**src/rtl/dba_pkg.sv**
```systemverilog
`timescale 1ns / 1ps

package dba_pkg;

    localparam int DEF_TABLE_SIZE = 256;
    localparam int DEF_WORD_BITS  = 64;

    localparam int       LIMIT_W     = 9;
    localparam bit [8:0] LIMIT_RESET = 9'd256;

    // operation codes
    localparam logic [1:0] OP_ALLOC   = 2'd0;
    localparam logic [1:0] OP_INSTALL = 2'd1;
    localparam logic [1:0] OP_LOOKUP  = 2'd2;

    // result status codes
    localparam logic [1:0] ST_OK      = 2'd0;
    localparam logic [1:0] ST_NO_FREE = 2'd1;
    localparam logic [1:0] ST_TAKEN   = 2'd2;

    typedef struct packed {
        logic load;        // capture the accepted item, clear the result
        logic scan;        // examine one bitmap word
        logic commit;      // finish an allocation
        logic install;     // perform an install
        logic lookup_rd;   // issue the handle store read
        logic lookup_cap;  // capture the handle store data
        logic out_load;    // move the result to the output register
    } dba_cmd_t;

    typedef struct packed {
        logic scan_done;   // free bit found or table exhausted
        logic out_free;    // output register can take a result
    } dba_stat_t;

endpackage

```
**src/rtl/dba_ctrl.sv**
```systemverilog
`timescale 1ns / 1ps

module dba_ctrl
    import dba_pkg::*;
(
    input  logic       aclk,
    input  logic       aresetn,
    input  logic       s_valid,
    output logic       s_ready,
    input  logic [1:0] s_operation,
    input  dba_stat_t  stat,
    output dba_cmd_t   cmd
);

    typedef enum logic [6:0] {
        S_IDLE       = 7'b0000001,
        S_SCAN       = 7'b0000010,
        S_COMMIT     = 7'b0000100,
        S_INSTALL    = 7'b0001000,
        S_LOOKUP_RD  = 7'b0010000,
        S_LOOKUP_CAP = 7'b0100000,
        S_DONE       = 7'b1000000
    } state_t;

    state_t state_reg, state_next;

    always_ff @(posedge aclk) begin
        if (!aresetn) begin
            state_reg <= S_IDLE;
        end else begin
            state_reg <= state_next;
        end
    end

    always_comb begin
        state_next = state_reg;
        cmd        = '0;
        s_ready    = 1'b0;
        case (state_reg)
            S_IDLE: begin
                s_ready = 1'b1;
                if (s_valid) begin
                    cmd.load = 1'b1;
                    case (s_operation)
                        OP_ALLOC:   state_next = S_SCAN;
                        OP_INSTALL: state_next = S_INSTALL;
                        OP_LOOKUP:  state_next = S_LOOKUP_RD;
                        default:    state_next = S_DONE;
                    endcase
                end
            end
            S_SCAN: begin
                cmd.scan = 1'b1;
                if (stat.scan_done) begin
                    state_next = S_COMMIT;
                end
            end
            S_COMMIT: begin
                cmd.commit = 1'b1;
                state_next = S_DONE;
            end
            S_INSTALL: begin
                cmd.install = 1'b1;
                state_next  = S_DONE;
            end
            S_LOOKUP_RD: begin
                cmd.lookup_rd = 1'b1;
                state_next    = S_LOOKUP_CAP;
            end
            S_LOOKUP_CAP: begin
                cmd.lookup_cap = 1'b1;
                state_next     = S_DONE;
            end
            S_DONE: begin
                // hold the result until the output register frees up
                if (stat.out_free) begin
                    cmd.out_load = 1'b1;
                    state_next   = S_IDLE;
                end
            end
            default: begin
                state_next = S_IDLE;
            end
        endcase
    end

endmodule

```
**config.mk**
```make
export PLATFORM = sky130hd
export DESIGN_NAME = dba_ctrl
export DESIGN_NICKNAME = d
export VERILOG_FILES = /design/src/rtl/dba_pkg.sv /design/src/rtl/dba_ctrl.sv
export SDC_FILE = /design/constraint.sdc
export NUM_CORES = 1
export LEC_CHECK = 0
export BUFFER_PORTS_ARGS = -buffer_cell sky130_fd_sc_hd__buf_2
export CORE_AREA = 3 3 40 42
export CTS_CLUSTER_DIAMETER = 60
export DETAILED_ROUTE_END_ITERATION = 10
export DIE_AREA = 0 0 43 45
export GPL_TIMING_DRIVEN = 0
export SLEW_MARGIN = 20
export SYNTH_ARGS = -nofsm -noshare
export SYNTH_HDL_FRONTEND = slang
export SYNTH_SLANG_ARGS = --single-unit
```
**constraint.sdc**
```tcl
create_clock -name aclk -period 4.1 [get_ports aclk]
set_clock_uncertainty 0.2 [all_clocks]
set_input_delay 0.205 -clock aclk [delete_from_list [all_inputs] [get_ports aclk]]
set_output_delay 0.205 -clock aclk [all_outputs]
set_load 0.02 [all_outputs]
```
After elaboration in Yosys (flattened, before gate mapping)
Cells that the tools add are included.
{"block": "op_classes", "n_reduce_logical": 3, "eq_ne": 12, "mux": 15}
{"cell": "case mux 7 bit (5 select lines)", "n": 1}
{"cell": "two-way mux 7 bit", "n": 3}
{"cell": "case mux 7 bit (3 select lines)", "n": 1}
{"cell": "two-way mux 1 bit", "n": 10}
{"cell": "== test 7 x 1 -> 1 bit (second input constant)", "n": 1}
{"cell": "== test 7 x 2 -> 1 bit (second input constant)", "n": 1}
{"cell": "== test 7 x 3 -> 1 bit (second input constant)", "n": 1}
{"cell": "== test 7 x 4 -> 1 bit (second input constant)", "n": 1}
{"cell": "== test 7 x 5 -> 1 bit (second input constant)", "n": 1}
{"cell": "== test 7 x 6 -> 1 bit (second input constant)", "n": 1}
{"cell": "== test 7 bit (second input constant)", "n": 1}
{"cell": "!= test 2 bit (second input constant)", "n": 3}
{"cell": "AND reduction 3 bit", "n": 1}
{"cell": "OR reduction 3 bit", "n": 1}
{"cell": "== test 2 x 1 -> 1 bit (second input constant)", "n": 1}
{"cell": "== test 2 bit (second input constant)", "n": 1}
{"cell": "zero test 2 bit", "n": 1}
{"block": "word_totals", "regBits": 7, "output_inout_bits": 8, "word_cells": 31, "input_bits": 7}

Longest topological paths before layout
{"block": "logic_depth", "depth_word": 4, "ltp_mapped": 5, "ltp_nobuf": 4}

Worst setup path after synthesis
Ideal clock, no wire load.
{"block": "synth_path", "path_kind": "register -> output", "start": "register state_reg[2]", "end": "output cmd[1] (netlist name)", "required_ns": 3.695, "arrival_ns": 1.403, "path_stages_with_launch": 4, "path_slack_ns": 2.292, "path_cell_list": "dfxtp_1 > nor2_2 > nand2_1 > nor4b_1"}
{"element": "from (decl)", "line_no": "dba_ctrl.sv:25", "rtl": "state_t state_reg, state_next;"}
{"element": "from (signal assigned)", "line_no": "dba_ctrl.sv:31", "rtl": "state_reg <= state_next;"}
{"element": "to (decl)", "line_no": "dba_ctrl.sv:12", "rtl": "output dba_cmd_t cmd"}

==> impl_metrics.json <==
{
  "largest_net_degree_at_the_start_of_global_routing": 10,
  "first_global_vias": 470,
  "detail_route.vias_per_cell": 5.45,
  "period_minus_slack_ns": 1.93,
  "yosys_warnings": 0,
  "floorplan.die.width_um": 43,
  "ctsHtreeMaxLevel": 1,
  "timing.hold.ws_ns": -0.00705,
  "drt_first_pass_iters": 4,
  "grt_setup_unrepaired": "no",
  "cts.sinks": 7,
  "worst-slew-pin-transition_ns": 0.372,
  "worstPathCellList": "nor4_1 > and3_1 > and2_1 > buf_2",
  "clock_latency_ns": 0.24,
  "cts.path.max_buffers": 2,
  "detailedRoute.firstIterationViolations": 19,
  "gpl.final_weighted_congestion": 0.724,
  "worst_ir_drop_vdd_v": 0.000170,
  "pwr_density_cell_mw_per_mm2": 273,
  "n_antenna_cell": 0,
  "min_path_cells": 2,
  "die_h_um": 45,
  "path_delay_family": "simple AND/OR/NAND/NOR gates",
  "synth_area_per_cell_sq_um": 8.42,
  "gr-total-overflow": 0,
  "cts_root_buffer": "sky130_fd_sc_hd__clkbuf_4",
  "regToRegEndpoint": "state_reg[6]",
  "clk_transition_reported_paths_ns": 0.05,
  "startpoint_type": "flop",
  "ratio_of_cells_with_drive_above_1_in_the_final_layout_pct": 31.6,
  "power.static_leakage_nw": 0.296,
  "worst_setup_path_end_kind": "output port",
  "slew_headroom_pct": 75.2,
  "place_hpwl_um": 893,
  "failing_checks": "hold timing",
  "power_switching_mw": 0.0486,
  "intPower_mw": 0.124,
  "io_pins": 15,
  "seqPwrFrac_pct": 43.0,
  "outcome": "finished, violations left",
  "synth.ff_latch_count": 7,
  "core_area_sq_mm": 0.00128,
  "synth_cell_types": 30,
  "initial_utilization_pct": 38.7,
  "clock_power_share_pct": 35.4,
  "synth_area_sq_um": 497,
  "detailroute.via_count": 512,
  "num_rows": 13,
  "syn_inst": 59,
  "critical_path.max_stage_delay_ns": 0.41,
  "total_power_mw": 0.173,
  "arrival_ns": 1.52,
  "place.port_buffers": 14,
  "max_clock_freq_ghz": 0.519,
  "layoutNonFillerInstCount": 94,
  "fin_tns_setup_ns": 0,
  "grt.total_usage_pct": 13.4,
  "critical_path.max_fanout": 8,
  "count_of_endpoints_failing_setup_in_the_final_report": 0,
  "min_from": "aresetn",
  "grt_antenna_before_repair": 0,
  "fin_nets": 87,
  "worst_setup_path_startpoint": "state_reg[3]",
  "tritoncts_clock_tree": "done",
  "grt_pass1_wl_um": 1970,
  "crit_path_top_delay_cell": "sky130_fd_sc_hd__dfxtp_1",
  "finalCoreUtilization_pct": 49.2,
  "worstHoldPathType": "input pin to flop",
  "drcViolationCount": 0,
  "min_to": "state_reg[0]",
  "detail-route-antenna-nets": 0,
  "ff2ff_path_depth": 4,
  "final_max_slew_viol_count": 0,
  "final_min_period_over_clock_period_pct": 47.0,
  "cp.required_ns": 3.69,
  "wire_per_inst_um": 12.4,
  "r2r_slack_ns": 2.53,
  "power_frac_comb_pct": 21.6,
  "dp_cells": 88,
  "criticalPathCategory": "flop to output port",
  "synth_net_count": 66,
  "max_capacitance_violation_total": 0,
  "power_switching_share_pct": 28.1,
  "largest_register_ffs": 7,
  "worst_path_buffer_plus_inverter_count": 1,
  "postRouteWirelength_um": 1160,
  "synth.yosys.seq_area_share_pct": 28.2,
  "finalHoldViolCount": 1,
  "area_growth_syn_to_layout_pct": 27.2,
  "ctsResizeCount": 0,
  "die_area_sq_mm": 0.00194,
  "startpoint_of_the_worst_register_to_register_path": "state_reg[3]",
  "cts_inserted_buffers": 3
}
==> power by group through the flow <==
stage / Sequential (mW) / Clock (mW) / Combinational, mW
2_1_floorplan: 0.0743 / 0 / 0.0250
3_3_place_gp: 0.0755 / 0 / 0.0356
3_5_place_dp: 0.0755 / 0 / 0.0360
4_1_cts: 0.0741 / 0.0619 / 0.0377
5_1_grt: 0.0744 / 0.0653 / 0.0418
6_report: 0.0743 / 0.0611 / 0.0373
==> cell type report <==
cell class,count,area (sq um)
buffer,2,15.0
fill,133,653
sequential,7,140
timing repair buffer,16,90.1
inverter,4,15.0
tap,15,18.8
multi-input combinational,46,327
clock buffer,4,26.3
==> worst max path at each step <==
stage,to,depth (start not counted)
final,cmd[0],4
after global routing,cmd[0],4
after CTS,cmd[0],4
after detailed placement,cmd[0],4
after global placement,cmd[0],4
after floorplan,cmd[1],3
==> worst reg2reg max path, stage by stage (launching register included) <==
cell and delay (ns):
sky130_fd_sc_hd__dfxtp_1 0.41, sky130_fd_sc_hd__nor3_4 0.31, sky130_fd_sc_hd__nand3_1 0.16, sky130_fd_sc_hd__and3_1 0.20
sky130_fd_sc_hd__o31ai_2 0.21
==> Yosys cell counts <==
cell type / n / area, sq um
sky130_fd_sc_hd__nand3_1: 3 / 15.0
sky130_fd_sc_hd__o31ai_2: 1 / 12.5
sky130_fd_sc_hd__o211ai_1: 2 / 15.0
sky130_fd_sc_hd__o2111ai_1: 1 / 8.76
sky130_fd_sc_hd__nand2_1: 1 / 3.75
sky130_fd_sc_hd__nor2_1: 6 / 22.5
sky130_fd_sc_hd__nor4_1: 2 / 12.5
sky130_fd_sc_hd__and3_1: 3 / 18.8
sky130_fd_sc_hd__o21ai_0: 1 / 5.00
sky130_fd_sc_hd__o21ai_2: 1 / 8.76
sky130_fd_sc_hd__and4b_1: 2 / 20.0
sky130_fd_sc_hd__inv_1: 4 / 15.0
sky130_fd_sc_hd__nand2b_1: 1 / 6.26
sky130_fd_sc_hd__nor3_4: 1 / 16.3
sky130_fd_sc_hd__nor4b_1: 2 / 17.5
sky130_fd_sc_hd__buf_4: 2 / 15.0
sky130_fd_sc_hd__nand3b_1: 1 / 7.51
sky130_fd_sc_hd__and2_1: 2 / 12.5
sky130_fd_sc_hd__nor4b_2: 1 / 15.0
sky130_fd_sc_hd__nor3_1: 2 / 10.0
sky130_fd_sc_hd__nor2_2: 1 / 6.26
sky130_fd_sc_hd__and3b_1: 3 / 26.3
sky130_fd_sc_hd__nand4_2: 1 / 12.5
sky130_fd_sc_hd__xor2_1: 1 / 8.76
sky130_fd_sc_hd__nor2b_1: 3 / 18.8
sky130_fd_sc_hd__dfxtp_1: 7 / 140
sky130_fd_sc_hd__o21ai_1: 1 / 5.00
sky130_fd_sc_hd__a21oi_1: 1 / 5.00
sky130_fd_sc_hd__nor3b_1: 1 / 7.51
sky130_fd_sc_hd__o32ai_1: 1 / 8.76
==> stage by stage <==
stage	setup WS [ns]	area, sq um	hold WS (ns)
6_report	2.17	632	-0.00705
5_1_grt	2.02	632	0.0237
4_1_cts	2.18	632	0.00112
3_5_place_dp	2.46	586	0.221
3_3_place_gp	2.46	586	0.218
2_1_floorplan	2.29	497	0.0817
==> cells in the final DEF (no fill, tap or decap), drive strengths merged, types with 2 or more instances in the layout <==
| master | n |
|---|---|
| inv | 4 |
| dlygate4sd3 | 2 |
| nor2b | 3 |
| clkbuf | 4 |
| and3 | 3 |
| nand3 | 3 |
| o211ai | 2 |
| buf | 16 |
| dfxtp | 7 |
| o21ai | 3 |
| nor4b | 3 |
| nor2 | 7 |
| and3b | 3 |
| nor4 | 2 |
| and4b | 2 |
| nor3 | 3 |
| and2 | 2 |
==> repair_timing <==
action / in CTS / in global routing
endpoints found under the setup margin: 0 / 0
endpoints found under the hold margin: 2 / 0
hold buffers: 2 / 0
setup buffers: 0 / 0
==> metal layers <==
layer / part of all wire (%) / vias to the layer above / global-route usage [%]
met5: 0 / - / 0
met4: 1.5 / 0 / 7.23
met3: 4.2 / 4 / 1.20
met2: 45 / 11 / 21.3
met1: 49 / 237 / 18.2
li1: - / 260 / -
==> cells by family after synthesis <==
logic type,synth area share [%]
and+or+nand+nor,50.1
AOI/OAI and AO/OA,13.9
xor gates and xnor gates,1.76
DFF,28.2
buffers and inverters,6.04
Power figures use the tool's default switching activity.
